**config.mk**
```make
export PLATFORM = sky130hd
export DESIGN_NAME = scale_degree_converter_core_flat
export DESIGN_NICKNAME = d
export VERILOG_FILES = /design/src/rtl/sdc_pkg.sv /design/src/rtl/sdc_req_if.sv /design/src/rtl/sdc_rsp_if.sv /design/src/rtl/scale_degree_converter_core.sv /design/src/flat_wrapper.sv
export VERILOG_INCLUDE_DIRS = /design/src /design/src/rtl
export SDC_FILE = /design/constraint.sdc
export NUM_CORES = 1
export LEC_CHECK = 0
export BUFFER_PORTS_ARGS = -buffer_cell sky130_fd_sc_hd__clkbuf_2
export CAP_MARGIN = 20
export CORE_ASPECT_RATIO = 1.25
export CORE_MARGIN = 3
export CORE_UTILIZATION = 45
export DETAILED_ROUTE_END_ITERATION = 6
export PLACE_DENSITY_LB_ADDON = 0.3
export SKIP_LAST_GASP = 1
export SLEW_MARGIN = 40
export SYNTH_ARGS = -nofsm -noshare
export SYNTH_HDL_FRONTEND = slang
export SYNTH_SLANG_ARGS = --single-unit
```
**constraint.sdc**
```tcl
create_clock -name clock -period 9.7 [get_ports clock]
set_input_delay 1.455 -clock clock [delete_from_list [all_inputs] [get_ports clock]]
set_output_delay 1.455 -clock clock [all_outputs]
set_load 0.01 [all_outputs]
```
**src/rtl/scale_degree_converter_core_defines.svh**
```systemverilog
// Assertion macros for the scale degree converter.
// Used by scale_degree_converter_core; expects signals clock and reset in scope.
`ifndef SCALE_DEGREE_CONVERTER_CORE_DEFINES_SVH
`define SCALE_DEGREE_CONVERTER_CORE_DEFINES_SVH

// antecedent implies consequent in the same cycle
`define SDC_ASSERT_NOW(label, ante, cons, msg) \
   label: assert property (@(posedge clock) disable iff (reset) (ante) |-> (cons)) \
      else $error(msg);

// antecedent implies consequent in the next cycle
`define SDC_ASSERT_NEXT(label, ante, cons, msg) \
   label: assert property (@(posedge clock) disable iff (reset) (ante) |=> (cons)) \
      else $error(msg);

`endif

```
**src/rtl/sdc_pkg.sv**
```systemverilog
// Shared types and constants of the scale degree converter.
// No dependencies.
package sdc_pkg;

   localparam int KIND_W    = 1;
   localparam int ROOT_W    = 7;
   localparam int VAL_W     = 10;
   localparam int OUT_W     = 16;
   localparam int LEN_W     = 6;
   localparam int WORD_W    = 64;
   localparam int ENTRY_W   = 4;
   localparam int CSR_IDX_W = 2;
   localparam int CNT_W     = 6;
   localparam int DIV_STEPS = VAL_W;
   localparam int SEMIS     = 12;

   localparam logic [LEN_W-1:0]  LEN_RESET = 6'd7;
   localparam logic [WORD_W-1:0] LOW_RESET = 64'd194466848;
   localparam logic [WORD_W-1:0] HIGH_RESET = 64'd0;

   typedef enum logic [CSR_IDX_W-1:0] {
      REG_LENGTH       = 2'd0,
      REG_ENTRIES_LOW  = 2'd1,
      REG_ENTRIES_HIGH = 2'd2
   } reg_index_type;

   typedef enum logic [2:0] {
      ST_IDLE,
      ST_DIV,
      ST_FIX,
      ST_SCAN,
      ST_DONE
   } state_type;

endpackage

```
**src/rtl/sdc_req_if.sv**
```systemverilog
// Request channel of the scale degree converter: valid/ready plus payload.
// Depends on sdc_pkg for field widths.
interface sdc_req_if;
   logic                              valid;
   logic                              ready;
   logic [sdc_pkg::KIND_W-1:0]        kind;
   logic [sdc_pkg::ROOT_W-1:0]        root_note;
   logic signed [sdc_pkg::VAL_W-1:0]  note_or_degree;
   logic signed [sdc_pkg::VAL_W-1:0]  fallback_degree;

   modport source (output valid, kind, root_note, note_or_degree, fallback_degree,
                   input ready);
   modport sink   (input valid, kind, root_note, note_or_degree, fallback_degree,
                   output ready);
endinterface

```
**src/rtl/sdc_rsp_if.sv**
```systemverilog
// Response channel of the scale degree converter: valid/ready plus payload.
// Depends on sdc_pkg for field widths.
interface sdc_rsp_if;
   logic                              valid;
   logic                              ready;
   logic signed [sdc_pkg::OUT_W-1:0]  converted;
   logic                              matched;

   modport source (output valid, converted, matched, input ready);
   modport sink   (input valid, converted, matched, output ready);
endinterface

```
**src/rtl/scale_degree_converter_core.sv**
```systemverilog
// Scale degree converter: note number <-> one-based scale degree.
// Depends on sdc_pkg, sdc_req_if, sdc_rsp_if and the assertion macro header.
//
// One request at a time. A request is taken only when the converter is idle;
// the response sits in an output register, so the next request can be taken
// while it waits. Both directions run the 10-step restoring divider (by 12
// or by the scale length) and a correction step; note-to-degree then runs
// the scale search, which checks one entry a cycle and stops at the first
// matching scale entry or after the last entry of the scale. The done state
// forms the result with one small shared multiplier.
`include "scale_degree_converter_core_defines.svh"

module scale_degree_converter_core #(
   parameter int MAX_SCALE_LEN = 32
) (
   input  logic                                 clock,
   input  logic                                 reset,
   sdc_req_if.sink                              req_ch,
   sdc_rsp_if.source                            rsp_ch,
   input  logic                                 csr_we,
   input  logic [sdc_pkg::CSR_IDX_W-1:0]        csr_index,
   input  logic [sdc_pkg::WORD_W-1:0]           csr_wdata
);

   localparam logic [sdc_pkg::LEN_W-1:0] LEN_MAX = sdc_pkg::LEN_W'(MAX_SCALE_LEN);

   function automatic logic [sdc_pkg::ENTRY_W-1:0] entry_at(
      input logic [sdc_pkg::WORD_W-1:0] lo,
      input logic [sdc_pkg::WORD_W-1:0] hi,
      input logic [4:0]                 idx
   );
      logic [sdc_pkg::WORD_W-1:0] word;
      word = idx[4] ? hi : lo;
      return word[{idx[3:0], 2'b00} +: sdc_pkg::ENTRY_W];
   endfunction

   // configuration
   logic [sdc_pkg::LEN_W-1:0]  len_ff;
   logic [sdc_pkg::WORD_W-1:0] lo_ff;
   logic [sdc_pkg::WORD_W-1:0] hi_ff;
   logic [sdc_pkg::LEN_W-1:0]  len_eff;

   // sequencer and datapath
   sdc_pkg::state_type          state_ff, state_in;
   logic                        kind_ff, kind_in;
   logic [sdc_pkg::ROOT_W-1:0]  root_ff, root_in;
   logic [sdc_pkg::VAL_W-1:0]   fb_ff, fb_in;
   logic                        neg_ff, neg_in;
   logic [sdc_pkg::VAL_W-1:0]   dq_ff, dq_in;
   logic [5:0]                  rem_ff, rem_in;
   logic [5:0]                  dvs_ff, dvs_in;
   logic [sdc_pkg::VAL_W:0]     oct_ff, oct_in;
   logic [4:0]                  pos_ff, pos_in;
   logic [sdc_pkg::CNT_W-1:0]   cnt_ff, cnt_in;
   logic                        hit_ff, hit_in;

   // response register
   logic                        rsp_valid_ff, rsp_valid_in;
   logic [sdc_pkg::OUT_W-1:0]   conv_ff, conv_in;
   logic                        match_ff, match_in;

   // combinational helpers
   logic [sdc_pkg::VAL_W:0]     diff;
   logic [sdc_pkg::VAL_W:0]     sub_rhs;
   logic [6:0]                  trial;
   logic                        ge;
   logic [5:0]                  factor;
   logic signed [17:0]          prod;
   logic [7:0]                  addend;
   logic [17:0]                 sum;
   logic                        req_take;
   logic                        rsp_free;

   always_comb begin
      len_eff = len_ff;
      if (len_ff == '0) begin
         len_eff = sdc_pkg::LEN_W'(1);
      end else if (len_ff > LEN_MAX) begin
         len_eff = LEN_MAX;
      end
   end

   always_ff @(posedge clock) begin
      if (reset) begin
         len_ff <= sdc_pkg::LEN_RESET;
         lo_ff  <= sdc_pkg::LOW_RESET;
         hi_ff  <= sdc_pkg::HIGH_RESET;
      end else if (csr_we) begin
         unique case (sdc_pkg::reg_index_type'(csr_index))
            sdc_pkg::REG_LENGTH: begin
               len_ff <= csr_wdata[sdc_pkg::LEN_W-1:0];
            end
            sdc_pkg::REG_ENTRIES_LOW: begin
               lo_ff <= csr_wdata;
            end
            sdc_pkg::REG_ENTRIES_HIGH: begin
               hi_ff <= csr_wdata;
            end
            default: begin
            end
         endcase
      end
   end

   assign req_ch.ready = (state_ff == sdc_pkg::ST_IDLE);
   assign req_take     = req_ch.valid && req_ch.ready;
   assign rsp_free     = !rsp_valid_ff || rsp_ch.ready;

   assign sub_rhs = req_ch.kind ? (sdc_pkg::VAL_W+1)'(1)
                                : {4'd0, req_ch.root_note};
   assign diff    = {req_ch.note_or_degree[sdc_pkg::VAL_W-1], req_ch.note_or_degree}
                    - sub_rhs;

   assign trial = {rem_ff, dq_ff[sdc_pkg::VAL_W-1]};
   assign ge    = (trial >= {1'b0, dvs_ff});

   assign factor = kind_ff ? 6'(sdc_pkg::SEMIS) : len_eff;
   assign prod   = $signed(oct_ff) * $signed({1'b0, factor});
   assign addend = kind_ff ? ({1'b0, root_ff} + {4'd0, entry_at(lo_ff, hi_ff, pos_ff)})
                           : ({2'd0, cnt_ff} + 8'd1);
   assign sum    = 18'(prod) + {10'd0, addend};

   always_comb begin
      state_in     = state_ff;
      kind_in      = kind_ff;
      root_in      = root_ff;
      fb_in        = fb_ff;
      neg_in       = neg_ff;
      dq_in        = dq_ff;
      rem_in       = rem_ff;
      dvs_in       = dvs_ff;
      oct_in       = oct_ff;
      pos_in       = pos_ff;
      cnt_in       = cnt_ff;
      hit_in       = hit_ff;
      conv_in      = conv_ff;
      match_in     = match_ff;
      rsp_valid_in = rsp_valid_ff && !rsp_ch.ready;

      unique case (state_ff)
         sdc_pkg::ST_IDLE: begin
            if (req_take) begin
               kind_in  = req_ch.kind;
               root_in  = req_ch.root_note;
               fb_in    = req_ch.fallback_degree;
               neg_in   = diff[sdc_pkg::VAL_W];
               dq_in    = diff[sdc_pkg::VAL_W] ? ~diff[sdc_pkg::VAL_W-1:0]
                                               : diff[sdc_pkg::VAL_W-1:0];
               rem_in   = '0;
               dvs_in   = req_ch.kind ? len_eff : 6'(sdc_pkg::SEMIS);
               cnt_in   = '0;
               state_in = sdc_pkg::ST_DIV;
            end
         end
         sdc_pkg::ST_DIV: begin
            rem_in = ge ? 6'(trial - {1'b0, dvs_ff}) : trial[5:0];
            dq_in  = {dq_ff[sdc_pkg::VAL_W-2:0], ge};
            cnt_in = cnt_ff + 1'b1;
            if (cnt_ff == sdc_pkg::CNT_W'(sdc_pkg::DIV_STEPS - 1)) begin
               state_in = sdc_pkg::ST_FIX;
            end
         end
         sdc_pkg::ST_FIX: begin
            // floor correction for negative dividends
            oct_in = neg_ff ? ~{1'b0, dq_ff} : {1'b0, dq_ff};
            if (kind_ff) begin
               pos_in   = neg_ff ? 5'(len_eff - 6'd1 - rem_ff) : rem_ff[4:0];
               hit_in   = 1'b1;
               state_in = sdc_pkg::ST_DONE;
            end else begin
               pos_in   = neg_ff ? 5'(sdc_pkg::SEMIS - 1) - rem_ff[4:0] : rem_ff[4:0];
               hit_in   = 1'b0;
               cnt_in   = '0;
               state_in = sdc_pkg::ST_SCAN;
            end
         end
         sdc_pkg::ST_SCAN: begin
            if ({1'b0, entry_at(lo_ff, hi_ff, cnt_ff[4:0])} == pos_ff) begin
               hit_in   = 1'b1;
               state_in = sdc_pkg::ST_DONE;
            end else if (cnt_ff == len_eff - 6'd1) begin
               state_in = sdc_pkg::ST_DONE;
            end else begin
               cnt_in = cnt_ff + 1'b1;
            end
         end
         sdc_pkg::ST_DONE: begin
            if (rsp_free) begin
               conv_in      = hit_ff ? sum[sdc_pkg::OUT_W-1:0]
                                     : {{(sdc_pkg::OUT_W-sdc_pkg::VAL_W){fb_ff[sdc_pkg::VAL_W-1]}},
                                        fb_ff};
               match_in     = hit_ff;
               rsp_valid_in = 1'b1;
               state_in     = sdc_pkg::ST_IDLE;
            end
         end
         default: begin
            state_in = sdc_pkg::ST_IDLE;
         end
      endcase
   end

   always_ff @(posedge clock) begin
      if (reset) begin
         state_ff     <= sdc_pkg::ST_IDLE;
         rsp_valid_ff <= 1'b0;
      end else begin
         state_ff     <= state_in;
         rsp_valid_ff <= rsp_valid_in;
      end
   end

   always_ff @(posedge clock) begin
      kind_ff  <= kind_in;
      root_ff  <= root_in;
      fb_ff    <= fb_in;
      neg_ff   <= neg_in;
      dq_ff    <= dq_in;
      rem_ff   <= rem_in;
      dvs_ff   <= dvs_in;
      oct_ff   <= oct_in;
      pos_ff   <= pos_in;
      cnt_ff   <= cnt_in;
      hit_ff   <= hit_in;
      conv_ff  <= conv_in;
      match_ff <= match_in;
   end

   assign rsp_ch.valid     = rsp_valid_ff;
   assign rsp_ch.converted = conv_ff;
   assign rsp_ch.matched   = match_ff;

   `SDC_ASSERT_NEXT(a_take_starts_div, req_take, state_ff == sdc_pkg::ST_DIV, "request not sent to divider")
   `SDC_ASSERT_NEXT(a_div_length, (state_ff == sdc_pkg::ST_DIV) && (cnt_ff == sdc_pkg::CNT_W'(sdc_pkg::DIV_STEPS - 1)), state_ff == sdc_pkg::ST_FIX, "divider step count wrong")
   `SDC_ASSERT_NOW(a_rem_below_divisor, state_ff == sdc_pkg::ST_FIX, rem_ff < dvs_ff, "remainder not below divisor")
   `SDC_ASSERT_NOW(a_scan_in_range, state_ff == sdc_pkg::ST_SCAN, cnt_ff < len_eff, "scan index past scale length")

endmodule

```
**src/flat_wrapper.sv**
```systemverilog
// flat-port wrapper written by rule: the top's interface ports become plain ports
module scale_degree_converter_core_flat 
#(
   parameter int MAX_SCALE_LEN = 32
)
  (clock, reset, csr_we, csr_index, csr_wdata, req_ch_valid, req_ch_kind, req_ch_root_note, req_ch_note_or_degree, req_ch_fallback_degree, req_ch_ready, rsp_ch_valid, rsp_ch_converted, rsp_ch_matched, rsp_ch_ready);
  sdc_req_if req_ch_i ();
  sdc_rsp_if rsp_ch_i ();
  input  logic clock;
  input  logic reset;
  input  logic csr_we;
  input  logic [sdc_pkg::CSR_IDX_W-1:0] csr_index;
  input  logic [sdc_pkg::WORD_W-1:0] csr_wdata;
  input wire logic [$bits(req_ch_i.valid)-1:0] req_ch_valid;
  input wire logic [$bits(req_ch_i.kind)-1:0] req_ch_kind;
  input wire logic [$bits(req_ch_i.root_note)-1:0] req_ch_root_note;
  input wire logic [$bits(req_ch_i.note_or_degree)-1:0] req_ch_note_or_degree;
  input wire logic [$bits(req_ch_i.fallback_degree)-1:0] req_ch_fallback_degree;
  output wire logic [$bits(req_ch_i.ready)-1:0] req_ch_ready;
  output wire logic [$bits(rsp_ch_i.valid)-1:0] rsp_ch_valid;
  output wire logic [$bits(rsp_ch_i.converted)-1:0] rsp_ch_converted;
  output wire logic [$bits(rsp_ch_i.matched)-1:0] rsp_ch_matched;
  input wire logic [$bits(rsp_ch_i.ready)-1:0] rsp_ch_ready;
  assign req_ch_i.valid = req_ch_valid;
  assign req_ch_i.kind = req_ch_kind;
  assign req_ch_i.root_note = req_ch_root_note;
  assign req_ch_i.note_or_degree = req_ch_note_or_degree;
  assign req_ch_i.fallback_degree = req_ch_fallback_degree;
  assign req_ch_ready = req_ch_i.ready;
  assign rsp_ch_valid = rsp_ch_i.valid;
  assign rsp_ch_converted = rsp_ch_i.converted;
  assign rsp_ch_matched = rsp_ch_i.matched;
  assign rsp_ch_i.ready = rsp_ch_ready;
  scale_degree_converter_core #(.MAX_SCALE_LEN(MAX_SCALE_LEN)) u_core (.clock(clock), .reset(reset), .req_ch(req_ch_i), .rsp_ch(rsp_ch_i), .csr_we(csr_we), .csr_index(csr_index), .csr_wdata(csr_wdata));
endmodule
```
# [After elaboration in Yosys (flattened, before gate mapping)]
# Cells that the tools add are included.
[classes] addsub=9 n_mul=1 div=0 n_lt_le_gt_ge=2 eq_ne=17 shift=2 mux=34 bitwise=2 n_reduce_logical=20
[op_table] operator="$mux 64" n=2
[op_table] operator="$shiftx 64x7->4" n=2
[op_table] operator="$mux 6" n=8
[op_table] operator="$mux 10" n=3
[op_table] operator="$pmux 6 s4" n=1
[op_table] operator="$pmux 10 s2" n=1
[op_table] operator="$mux 3" n=6
[op_table] operator="$add 16x8->16" n=1
[op_table] operator="$mul 11x7->16" n=1
[op_table] operator="$mux 16" n=1
[op_table] operator="$mux 5" n=3
[op_table] operator="$pmux 3 s5" n=1
[op_table] operator="$reduce_and 2->1" n=7
[op_table] operator="$pmux 6 s2" n=1
[op_table] operator="$not 10->11" n=1
[op_table] operator="$sub 11x11->11" n=1
[op_table] operator="$not 10->10" n=1
[op_table] operator="$add 7x4->8" n=1
[op_table] operator="$mux 8" n=1
[op_table] operator="$ne 2x2->1 const B" n=4
[op_table] operator="$add 6x1->7 const B" n=1
[op_table] operator="$ge 7x6->1" n=1
[op_table] operator="$mux 7" n=1
[op_table] operator="$add 6x1->6 const B" n=1
[op_table] operator="other kinds (27)" n=36
[word_totals] register_bits=219 latch_bits=0 mem_bits_rw=0 mem_bits_ro=0 word_cells=106 mem_count=0

# [Logic depth before layout (Yosys ltp)]
# Gate-level depths: netlist of the first run.
[logic_depth] depth_word=8 mapped_depth=25 depth_no_buf=23

# [Worst setup path before layout of the first run]
# Ideal clock, no wire load.
[synth_timing] path_kind="reg2reg" start="reg u_core.pos_ff[0]" end="reg u_core.conv_ff (netlist bit u_core.rsp_ch.converted[15]), data pin" setup_ps=256 arrival_ps=6767 slack_ps=2678 path_stages_with_launch=26 path_cell_list="edfxtp_1 > clkbuf_1 > buf_1 > mux4_2 > mux4_2 > mux2_2 > ha_1 > fa_1 > a21o_1 > a21oi_1 > nor2_1 > xor2_1 > a21oi_1 > fa_1 > inv_1 > fa_1 > inv_1 > fa_1 > inv_1 > ha_1 > nor3_1 > o21ai_0 > a31oi_1 > a211oi_1 > or3_1 > a31o_2"
[synth_between] elab_chain_cells=5
[synth_rtl] element="start, declared" line_no="scale_degree_converter_core.sv:53" source="logic [4:0] pos_ff, pos_in;"
[synth_rtl] element="start signal, assigned" line_no="scale_degree_converter_core.sv:222" source="pos_ff <= pos_in;"
[synth_rtl] element="$shiftx 64x7->4" line_no="scale_degree_converter_core.sv:34" source="return word[{idx[3:0], 2'b00} +: sdc_pkg::ENTRY_W];"
[synth_rtl] element="$add 7x4->8" line_no="scale_degree_converter_core.sv:119" source="assign addend = kind_ff ? ({1'b0, root_ff} + {4'd0, entry_at(lo_ff, hi_ff, pos_ff)})"
[synth_rtl] element="$mux 8" line_no="scale_degree_converter_core.sv:119"
[synth_rtl] element="$add 16x8->16" line_no="scale_degree_converter_core.sv:121" source="assign sum = 18'(prod) + {10'd0, addend};"
[synth_rtl] element="$mux 16" line_no="scale_degree_converter_core.sv:189" source="conv_in = hit_ff ? sum[sdc_pkg::OUT_W-1:0]"
[synth_rtl] element="end signal, assigned" line_no="scale_degree_converter_core.sv:225" source="conv_ff <= conv_in;"
[synth_rtl] element="end, declared" line_no="scale_degree_converter_core.sv:59" source="logic [sdc_pkg::OUT_W-1:0] conv_ff, conv_in;"
# Every way passes these cells.
# A chain may end at the register's enable or synchronous reset.

# [Worst setup path in the final report of the first run]
# Ends and elaborated chain as after synthesis.

==> results of run 1 <==
==> cells in the final DEF, fill, tap and decap left out, types with 15 or more instances in the layout <==
cell / n
nor2_1: 49
nand3b_1: 15
mux2i_1: 36
a21o_1: 15
dfxtp_1: 138
nor2b_1: 33
edfxtp_1: 81
and2_1: 31
xnor2_1: 32
mux4_2: 45
nand3_1: 21
xor2_1: 26
a21oi_1: 157
clkbuf_16: 23
clkbuf_2: 116
fa_1: 53
ha_1: 66
o21ai_0: 38
nand2_1: 307
inv_1: 106
==> where the power goes <==
| group | total [mW] | switching (mW) | internal, mW |
|---|---|---|---|
| Clock | 0.823 | 0.362 | 0.461 |
| Sequential | 1.07 | 0.0481 | 1.02 |
| Combinational | 0.649 | 0.358 | 0.292 |
| Total | 2.54 | 0.768 | 1.77 |
==> Yosys cell counts, drive strengths merged, types with 8 or more instances <==
master,n
mux4,56
xnor2,32
buf,14
and3,12
inv,106
clkbuf,75
nand2,307
nor2,50
a22oi,8
o21ai,40
edfxtp,81
fa,53
xor2,26
a21o,15
a21oi,158
mux2,13
ha,66
mux2i,36
nand2b,8
nand3,21
nand3b,15
and2,31
nor2b,33
dfxtp,138
==> sequential cells by signal, summed over array words and instances (netlist names) <==
name / count
u_core.cnt_ff: 6
u_core.dq_ff: 10
u_core.dvs_ff: 6
u_core.fb_ff: 10
u_core.hi_ff: 64
u_core.hit_ff: 1
u_core.kind_ff: 1
u_core.len_ff: 6
u_core.lo_ff: 64
u_core.neg_ff: 1
u_core.oct_ff: 11
u_core.pos_ff: 5
u_core.rem_ff: 6
u_core.root_ff: 7
u_core.rsp_ch.converted: 16
u_core.rsp_ch.matched: 1
u_core.rsp_ch.valid: 1
u_core.state_ff: 3
==> worst paths after layout <==
path	end	slack (ns)	cells after the start
setup / recovery	u_core.rsp_ch.converted[15]$_DFFE_PP_	2.16	23
hold / removal	u_core.hi_ff[32]$_SDFFE_PP0P_	0.47	2
setup reg to reg	u_core.rsp_ch.converted[15]$_DFFE_PP_	2.16	23
hold reg to reg	u_core.hi_ff[32]$_SDFFE_PP0P_	0.47	2
==> metal layers <==
layer	up-vias	share of wire [%]	track usage, %
li1	5233	-	-
met1	5294	39	26.1
met2	311	52	38.9
met3	87	4.7	2.59
met4	0	4.1	8.33
met5	-	0	0
==> cell type report <==
cell class	instances	area, sq um
clock buffer	32	639
clock inverter	8	48.8
fill	2832	14900
inverter	106	398
multi-input combinational	1067	8190
sequential	219	5190
tap	401	502
timing repair buffer	134	738
==> per-stage QoR <==
stage	utilization (%)	cell area [sq um]	hold WS, ns	total power [mW]	worst slack [ns]
floorplan	-	14100	0.424	1.57	2.68
global placement	48.9	15000	0.459	1.72	2.10
detailed placement	49.1	15000	0.463	1.73	2.22
CTS	51.4	15700	0.471	2.56	2.21
global route	51.4	15700	0.491	2.68	1.76
finish	51.4	15700	0.469	2.54	2.16
==> worst reg2reg max path, stage by stage (launching register included) <==
cell and delay (ns):
edfxtp_1 0.74, buf_8 0.23, buf_4 0.24, mux4_2 0.53
mux4_2 0.48, mux2_2 0.32, ha_1 0.29, a21o_1 0.16
a21oi_1 0.24, nor2b_1 0.07, o21ai_0 0.28, xor2_1 0.11
mux2_2 0.29, fa_1 0.50, fa_1 0.45, fa_1 0.54
inv_1 0.04, ha_1 0.22, a211oi_1 0.35, o21ai_0 0.22
a31oi_1 0.32, a211oi_1 0.14, or3_1 0.32, a31o_2 0.24
==> cell families after synthesis <==
kind of cell,after synthesis,synth area share [%]
AO/OA/AOI/OAI,270,11.1
flip-flops,219,36.8
XOR/XNOR,61,4.07
adder cells (fa/ha/maj),119,13.4
multiplexers,105,12.8
buffers and inverters,195,5.48
AND/OR/NAND/NOR,512,16.4
==> reports/results.tsv, run 1 <==
stage	metric	value	unit
outcome	status	completed	
global_route	vias in the first global route	11035	
clock_network	H-tree Lvls	1	
setup_path	CP arrival	7.81	ns
yosys	Synth Flop Type	dfxtp_1	
yosys	register bit total from synthesis	219	
setup_path	Crit path buffers/inverters	3	
timing	Final Max Slew Viols	0	
timing	FMAX	133	MHz
yosys	Syn Nets	1699	
placed_design	dpl hpwl	26800	um
timing	Slew HR	41.3	%
clock_network	Max clock buf depth	3	
global_route	remaining global-route overflow	0	
yosys	share of the synthesized area in the top cell type	19.6	%
power	Power Dens Cells	162	mW/mm^2
die	Rows	71	
timing	final setup fails	0	
finish	diode count	0	
timing	Slew @ Worst Pin	0.879	ns
clock_network	Clk pin slew, worst setup/hold paths	0.07	ns
setup_path	RR Startpoint	u_core.pos_ff[0]$_DFFE_PP_	
setup_path	slowest stage delay, CP	0.74	ns
timing	endpoints failing hold	0	
setup_path	CP Data Required Time	9.97	ns
die	core region area	0.0306	sq mm
placed_design	RePlAce Congestion	0.882	
yosys	Post-synth EDFFs	81	
clock_network	Hold-fix buffers, CTS	0	
setup_path	Crit Path Max Fanout	10	
global_route	largest net degree at the start of global routing	79	
setup_path	CP Class	reg -> reg	
global_route	initial antenna violation count	0	
min_path	Hold Path Origin	u_core.hi_ff[32]$_SDFFE_PP0P_	
yosys	Synth area leaders	dfxtp_1, edfxtp_1, nand2_1	
timing	setup_tns	0	ns
power	Peak VDD IR	0.132	mV
timing	Tcrit/Tclk final	77.7	%
detailed_routing	post-DR wirelength/cell	18.2	um
global_route	global-route wire length before repair	58100	um
power	LEAKAGE	6.47	nW
flow_run	Max Cap Viol	0	
die	Starting Density	46.2	%
clock_network	total CTS buffers	23	
detailed_routing	drt first pass iters	5	
finish	Finished Layout Cells	1967	
clock_network	Skew-Pair Late Insertion Delay	0.52	ns
finish	Layout area overhead	11.2	%
timing	final setup skew	0.0217	ns
die	Die H	204	um
finish	share of layout cells above drive strength 1	15.7	%
global_route	gr usage total	21.6	%
setup_path	launching element type of the critical path	flop	
setup_path	endpoint type of the worst setup path	flop	
min_path	HP Class	reg -> reg	
placed_design	Port Buffers	117	
timing	Tmin final	7.54	ns
setup_path	CP max-delay cell	edfxtp_1	
yosys	Syn Std Cell Area	0.0141	sq mm
setup_path	CP delay by family, top	adder cells	
clock_network	TritonCTS Sinks	219	
yosys	sequential fraction of the synthesis area	36.8	%
clock_network	root buffer cell	clkbuf_16	
detailed_routing	DR iter-0 viols	839	
detailed_routing	Via density	5.55	
detailed_routing	# DRC	0	
die	Die Wd	165	um
yosys	Mapped Avg Cell Area	9.54	sq um
die	# IOs	118	
setup_path	Worst Setup SP	u_core.pos_ff[0]$_DFFE_PP_	
detailed_routing	vias	10925	
yosys	Yosys cell types	58	
detailed_routing	DRT antenna net count	0	
yosys	Synth area leader	dfxtp_1	
clock_network	Post-CTS Setup Bufs	0	
placed_design	placed cell count	1926	
timing	RSZ-0062 raised after global routing	no	
detailed_routing	final wirelength	35800	um
die	Die Area	0.0336	sq mm
yosys	Cells after Synth	1481	
clock_network	TritonCTS clock tree	built	
clock_network	post-cts sizing count	0	
yosys	FFs w/ async S/R, synth	0	%
setup_path	worst path cell trace	buf_8, buf_4, mux4_2, mux4_2, mux2_2, ha_1, a21o_1, a21oi_1, nor2b_1, o21ai_0, xor2_1, mux2_2, fa_1, fa_1, fa_1, inv_1, ha_1, a211oi_1, o21ai_0, a31oi_1, a211oi_1, or3_1, a31o_2	
setup_path	CP dominant cell by count	fa_1	
finish	nets	1769	
yosys	Yosys warning total	0	
(Power assumes the default switching activity.)
==> run 2, diff against run 1 <==
Clock period 9.7 ns to 6.33 ns, I/O delays scaled along.
==> run 2 against run 1 <==
Compared with the run above: utilization grew 3.5 points; combinational power increased by 93%; clock skew is 0.0075 ns lower; wire length increased by 6.5%; via count is 5.0% higher; global-route usage up 1.1 points; the flow now finishes with violations (negative setup slack); highest routed layer unchanged; first-iteration DRC count grew 11%; design area grew 6.9%; worst setup slack got worse by 2.2 ns; largest power group unchanged.
==> reports/results.tsv, run 2 (synthesis gave the netlist of run 1 again) <==
stage	metric	value	unit	change
timing	setup_tns	-0.173	ns	was 0 ns
placed_design	RePlAce Congestion	0.927		was 0.882
detailed_routing	drt first pass iters	6		was 5
die	Die H	204	um	unchanged
finish	Layout area overhead	18.8	%	was 11.2%
detailed_routing	M1 WL	14400	um	was 13900 um
detailed_routing	uppermost layer routed	met4		unchanged
setup_path	slowest stage delay, CP	0.49	ns	was 0.74 ns
clock_network	TritonCTS Sinks	219		unchanged
setup_path	CP Data Required Time	6.60	ns	was 9.97 ns
timing	endpoints failing hold	0		unchanged
clock_network	root buffer cell	clkbuf_16		unchanged
finish	most frequent cells in the layout	nand2_1, a21oi_1, dfxtp_1		unchanged
setup_path	endpoint type of the worst setup path	flop		unchanged
clock_network	Clk pin slew, worst setup/hold paths	0.06	ns	was 0.07 ns
timing	post-route setup slack	-0.0576	ns	was 2.16 ns
finish	FF+latch area	0.00519	sq mm	unchanged
outcome	failing checks	negative setup slack		
setup_path	CP arrival	6.66	ns	was 7.81 ns
global_route	global-route wire length before repair	60800	um	was 58100 um
timing	Slew HR	43.6	%	was 41.3%
placed_design	dpl hpwl	27700	um	was 26800 um
timing	RSZ-0062 raised after global routing	yes		was no
die	Rows	71		unchanged
detailed_routing	DR WL met3	1980	um	was 1700 um
die	Die Wd	165	um	unchanged
setup_path	launching element type of the critical path	flop		unchanged
finish	area of the multi-input gates	0.00844	sq mm	was 0.00819 sq mm
setup_path	Crit Path Max Fanout	5		was 10
finish	diode count	0		unchanged
outcome	status	finished, violations left		was completed
setup_path	CP Class	reg -> reg		unchanged
global_route	largest net degree at the start of global routing	73		was 79
die	core region area	0.0306	sq mm	unchanged
clock_network	TritonCTS clock tree	built		unchanged
power	Power Dens Cells	259	mW/mm^2	was 162 mW/mm^2
detailed_routing	met2 WL	19600	um	was 18700 um
clock_network	Skew-Pair Late Insertion Delay	0.52	ns	about the same
setup_path	r2r setup slk	-0.06	ns	was 2.16 ns
timing	Slew @ Worst Pin	0.846	ns	was 0.879 ns
timing	Tmin final	6.39	ns	was 7.54 ns
detailed_routing	vias	11475		was 10925
die	Die Area	0.0336	sq mm	unchanged
finish	Final Core Density	54.9	%	was 51.4%
clock_network	total CTS buffers	24		was 23
setup_path	CP max-delay cell	mux4_2		was edfxtp_1
power	Peak VDD IR	0.221	mV	was 0.132 mV
min_path	HP Class	reg -> reg		unchanged
finish	share of layout cells above drive strength 1	22.2	%	was 15.7%
finish	Fill cells	2780		was 2832
detailed_routing	DRT antenna net count	0		unchanged
flow_run	Max Cap Viol	0		unchanged
detailed_routing	# DRC	0		unchanged
global_route	remaining global-route overflow	0		unchanged
power	LEAKAGE	7.01	nW	was 6.47 nW
detailed_routing	DR iter-0 viols	928		was 839
clock_network	Max clock buf depth	3		unchanged
global_route	vias in the first global route	11552		was 11035
finish	nets	1845		was 1769
timing	Final Max Slew Viols	0		unchanged
setup_path	CP dominant cell by count	buf_4		was fa_1
timing	WHS	0.467	ns	was 0.469 ns
global_route	initial antenna violation count	0		unchanged
die	Starting Density	46.2	%	unchanged
placed_design	Port Buffers	117		unchanged
timing	FMAX	157	MHz	was 133 MHz
timing	Tcrit/Tclk final	101	%	was 77.7%
clock_network	H-tree Lvls	1		unchanged
detailed_routing	final wirelength	38100	um	was 35800 um
global_route	gr usage total	22.7	%	was 21.6%
finish	most common cell after layout, fill and taps aside	nand2_1		unchanged
detailed_routing	post-DR wirelength/cell	18.6	um	was 18.2 um
timing	final setup skew	0.0141	ns	was 0.0217 ns
die	# IOs	118		unchanged
detailed_routing	Via density	5.61		was 5.55
timing	final setup fails	4		was 0
==> run 2: cell types whose count changed in the layout (fill, tap and decap cells not counted), sizes merged <==
cell	delta
buf	+74
bufinv	+1
clkbuf	+5
clkinv	-2
clkinvlp	+1
inv	-1
==> run 2: repair_timing <==
action / CTS / global route
gates cloned: 2 / 1
gates resized for setup: 29 / 30
setup endpoints to repair: 7 / 8
hold buffers: 0 / 0
setup buffers: 5 / 3
pin swaps: 21 / 36
==> run 2: metrics by stage <==
step           power (mW)  setup WS (ns)  cells  instance area (sq um)
5_1_grt              4.57         -0.215   2045                  16800
3_3_place_gp         2.74         -0.238   1992                  15500
2_1_floorplan        2.41        0.00404   1481                  14200
4_1_cts              4.30         -0.140   2042                  16600
6_report             4.34        -0.0576   2045                  16800
3_5_place_dp         2.77         -0.403   1992                  15500
==> run 2: area by class of cell <==
class	count	area share, %
clock buffer	36	4.59
clock inverter	7	0.395
inverter	106	2.37
multi-input combinational	1067	50.3
sequential	219	31.0
tap	401	2.99
timing repair buffer	209	8.39
==> run 2: final timing paths <==
check                                                   from                               endpoint  depth (start not counted)
worst min register to register  u_core.hi_ff[5]$_SDFFE_PP0P_           u_core.hi_ff[5]$_SDFFE_PP0P_                          2
worst max register to register    u_core.pos_ff[0]$_DFFE_PP_  u_core.rsp_ch.converted[11]$_DFFE_PP_                         26
worst max-delay path              u_core.pos_ff[0]$_DFFE_PP_  u_core.rsp_ch.converted[11]$_DFFE_PP_                         26
worst min-delay path            u_core.hi_ff[5]$_SDFFE_PP0P_           u_core.hi_ff[5]$_SDFFE_PP0P_                          2
==> run 2: worst max-delay path, delay by kind of cell, from the launching register on <==
| family | cells | cell delay (ns) |
|---|---|---|
| xor+xnor | 1 | 0.11 |
| compound gates | 8 | 1.54 |
| flops | 1 | 0.39 |
| fa+ha+maj | 6 | 1.96 |
| buf+inv | 8 | 0.84 |
| mux | 3 | 1.28 |
==> run 2: power breakdown <==
group,leakage [nW],total (mW),switching [mW],internal (mW)
clock,0.413,1.46,0.577,0.883
sequential,1.89,1.63,0.0735,1.56
combinational,4.70,1.25,0.640,0.607
total,7.01,4.34,1.29,3.05
==> run 2: layer usage <==
metal  track usage, %  vias to the layer above
li1                 -                     5391
met1             26.9                     5584
met2             40.5                      387
met5                0                        -
met4             10.2                        0
met3             3.14                      113
==> run 3, diff against run 2 <==
Settings changed: CORE_MARGIN 3 to 10.
Clock period 6.33 ns to 7.9 ns, I/O delays scaled along.
==> run 3 against run 2 <==
Compared with the run above: the flow now finishes without violations; first-iteration DRC count is 24% lower; maximum frequency is 9.0% lower; register-to-register slack better by 0.94 ns; wire length is 2.7% lower; worst setup slack better by 0.94 ns; clock power is 27% lower; highest routed layer unchanged.
==> reports/results.tsv, run 3 (synthesis gave the netlist of run 1 again) <==
stage	metric	value	unit	change
detailed_routing	Via density	5.59		was 5.61
global_route	gr usage total	18.8	%	was 22.7%
placed_design	Setup Slack @ Placement	0.918	ns	was -0.403 ns
setup_path	CP dominant cell by count	fa_1		was buf_4
clock_network	total CTS buffers	24		unchanged
setup_path	endpoint type of the worst setup path	flop		unchanged
setup_path	launching element type of the critical path	flop		unchanged
die	# IOs	118		unchanged
timing	final setup fails	0		was 4
setup_path	RR Startpoint	u_core.pos_ff[0]$_DFFE_PP_		unchanged
timing	post-route setup slack	0.885	ns	was -0.0576 ns
power	LEAKAGE	6.48	nW	was 7.01 nW
finish	Final Cell Area	0.0158	sq mm	was 0.0168 sq mm
setup_path	CP arrival	7.29	ns	was 6.66 ns
setup_path	slowest stage delay, CP	0.53	ns	was 0.49 ns
min_path	HP Class	reg -> reg		unchanged
global_route	global-route wire length before repair	59500	um	was 60800 um
min_path	Hold Path End	u_core.lo_ff[30]$_SDFFE_PP0P_		was u_core.hi_ff[5]$_SDFFE_PP0P_
finish	Final Core Density	50.8	%	was 54.9%
timing	FMAX	143	MHz	was 157 MHz
global_route	largest net degree at the start of global routing	84		was 73
power	Design Power	3.18	mW	was 4.34 mW
clock_network	Clk pin slew, worst setup/hold paths	0.07	ns	was 0.06 ns
clock_network	Max clock buf depth	3		unchanged
placed_design	dpl hpwl	27200	um	was 27700 um
global_route	vias in the first global route	11241		was 11552
power	Peak VDD IR	0.162	mV	was 0.221 mV
timing	Tcrit/Tclk final	88.8	%	was 101%
timing	setup_tns	0	ns	was -0.173 ns
finish	Fill cells	2916		was 2780
setup_path	CP max-delay cell	mux4_2		unchanged
power	sequential share of power	41.1	%	was 37.6%
clock_network	TritonCTS Sinks	219		unchanged
detailed_routing	post-DR wirelength/cell	18.8	um	was 18.6 um
timing	WHS	0.466	ns	was 0.467 ns
detailed_routing	DR iter-0 viols	704		was 928
power	Net Sw Frac	30.0	%	was 29.8%
placed_design	placed cell count	1930		was 1992
clock_network	Hold-fix buffers, CTS	0		unchanged
power	net switching power	0.951	mW	was 1.29 mW
setup_path	reg2reg path depth	24		was 26
timing	Slew HR	48.1	%	was 43.6%
die	Die Wd	179	um	was 165 um
finish	most frequent cells in the layout	nand2_1, a21oi_1, dfxtp_1		unchanged
detailed_routing	# DRC	0		unchanged
clock_network	post-cts sizing count	0		was 29
clock_network	Skew-Pair Late Insertion Delay	0.52	ns	about the same
clock_network	TritonCTS clock tree	built		unchanged
flow_run	Max Cap Viol	0		unchanged
finish	diode count	0		unchanged
finish	share of layout cells above drive strength 1	15.7	%	was 22.2%
placed_design	Port Buffers	117		unchanged
finish	Finished Layout Cells	1972		was 2045
detailed_routing	vias	11019		was 11475
placed_design	Post-DP Area	0.0150	sq mm	was 0.0155 sq mm
timing	Slew @ Worst Pin	0.776	ns	was 0.846 ns
timing	Tmin final	7.02	ns	was 6.39 ns
finish	most common cell after layout, fill and taps aside	nand2_1		unchanged
power	Comb pwr share	25.3	%	was 28.7%
clock_network	Post-CTS Setup Bufs	0		was 5
power	Power Dens Cells	202	mW/mm^2	was 259 mW/mm^2
die	core region area	0.0310	sq mm	was 0.0306 sq mm
global_route	remaining global-route overflow	0		unchanged
detailed_routing	DRT antenna net count	0		unchanged
die	Starting Density	45.6	%	was 46.2%
die	Die H	218	um	was 204 um
power	internal power	2.23	mW	was 3.05 mW
detailed_routing	drt first pass iters	5		was 6
timing	RSZ-0062 raised after global routing	no		was yes
global_route	initial antenna violation count	0		unchanged
die	Rows	72		was 71
clock_network	root buffer cell	clkbuf_16		unchanged
die	Die Area	0.0389	sq mm	was 0.0336 sq mm
outcome	status	completed		was finished, violations left
setup_path	worst path cell trace	buf_12, mux4_2, mux4_2, mux2_2, ha_1, fa_1, a21o_1, a21oi_1, nor2_1, xor2_1, a21oi_1, fa_1, inv_1, fa_1, inv_1, fa_1, inv_1, ha_1, nor3_1, o21ai_0, a31oi_1, a211oi_1, or3_1, a31o_2		
timing	final setup skew	0.0118	ns	was 0.0141 ns
finish	nets	1768		was 1845
setup_path	r2r setup slk	0.88	ns	was -0.06 ns
timing	endpoints failing hold	0		unchanged
placed_design	RePlAce Congestion	0.922		was 0.927
min_path	Hold Path Origin	u_core.lo_ff[30]$_SDFFE_PP0P_		was u_core.hi_ff[5]$_SDFFE_PP0P_
clock_network	H-tree Lvls	1		unchanged
setup_path	Crit Path Max Fanout	33		was 5
setup_path	r2r endpoint	u_core.rsp_ch.converted[15]$_DFFE_PP_		was u_core.rsp_ch.converted[11]$_DFFE_PP_
finish	Layout area overhead	11.5	%	was 18.8%
timing	Final Max Slew Viols	0		unchanged
setup_path	CP Data Required Time	8.18	ns	was 6.60 ns
setup_path	CP Class	reg -> reg		unchanged
detailed_routing	final wirelength	37100	um	was 38100 um
min_path	WHS Path Cells	2		unchanged
power	clock power share	33.6	%	about the same
==> run 3: cell type report <==
| cell class | instances | area (sq um) | area share (%) |
|---|---|---|---|
| Timing Repair Buffer | 132 | 724 | 4.60 |
| Tap cell | 407 | 509 | 3.23 |
| Clock buffer | 36 | 709 | 4.50 |
| Inverter | 106 | 398 | 2.53 |
| Clock inverter | 5 | 28.8 | 0.183 |
| Multi-Input combinational cell | 1067 | 8190 | 52.0 |
| Sequential cell | 219 | 5190 | 33.0 |
==> run 3: critical path: cells and delay by family, from the launching register on <==
family | cells | cell delay (ns)
buffers and inverters | 4 | 0.41
multiplexers | 3 | 1.32
flip-flops | 1 | 0.38
XOR/XNOR | 1 | 0.13
AND/OR/NAND/NOR | 3 | 0.73
AO/OA/AOI/OAI | 7 | 1.47
adder cells (fa/ha/maj) | 6 | 2.32
==> run 3: layer usage <==
layer	up-vias	routed length (um)	global-route usage [%]
met5	-	0	0
met4	0	1420	7.18
met3	77	2160	2.85
met2	375	19300	34.2
met1	5335	14200	21.7
li1	5232	-	-
==> run 3: power groups by stage <==
stage,Combinational (mW),Clock (mW),Sequential [mW]
2_1_floorplan,0.625,0,1.30
3_3_place_gp,0.786,0,1.33
3_5_place_dp,0.802,0,1.33
4_1_cts,0.807,1.08,1.31
5_1_grt,0.913,1.13,1.31
6_report,0.803,1.07,1.31
==> run 3: how the worst max path moves through the flow <==
| stage | start | endpoint | slack [ns] |
|---|---|---|---|
| finish | u_core.pos_ff[0]$_DFFE_PP_ | u_core.rsp_ch.converted[15]$_DFFE_PP_ | 0.88 |
| global route | u_core.pos_ff[0]$_DFFE_PP_ | u_core.rsp_ch.converted[15]$_DFFE_PP_ | 0.57 |
| CTS | u_core.pos_ff[0]$_DFFE_PP_ | u_core.rsp_ch.converted[15]$_DFFE_PP_ | 0.91 |
| detailed placement | u_core.pos_ff[0]$_DFFE_PP_ | u_core.rsp_ch.converted[15]$_DFFE_PP_ | 0.92 |
| global placement | u_core.pos_ff[0]$_DFFE_PP_ | u_core.rsp_ch.converted[15]$_DFFE_PP_ | 1.05 |
| floorplan | u_core.pos_ff[0]$_DFFE_PP_ | u_core.rsp_ch.converted[15]$_DFFE_PP_ | 0.88 |
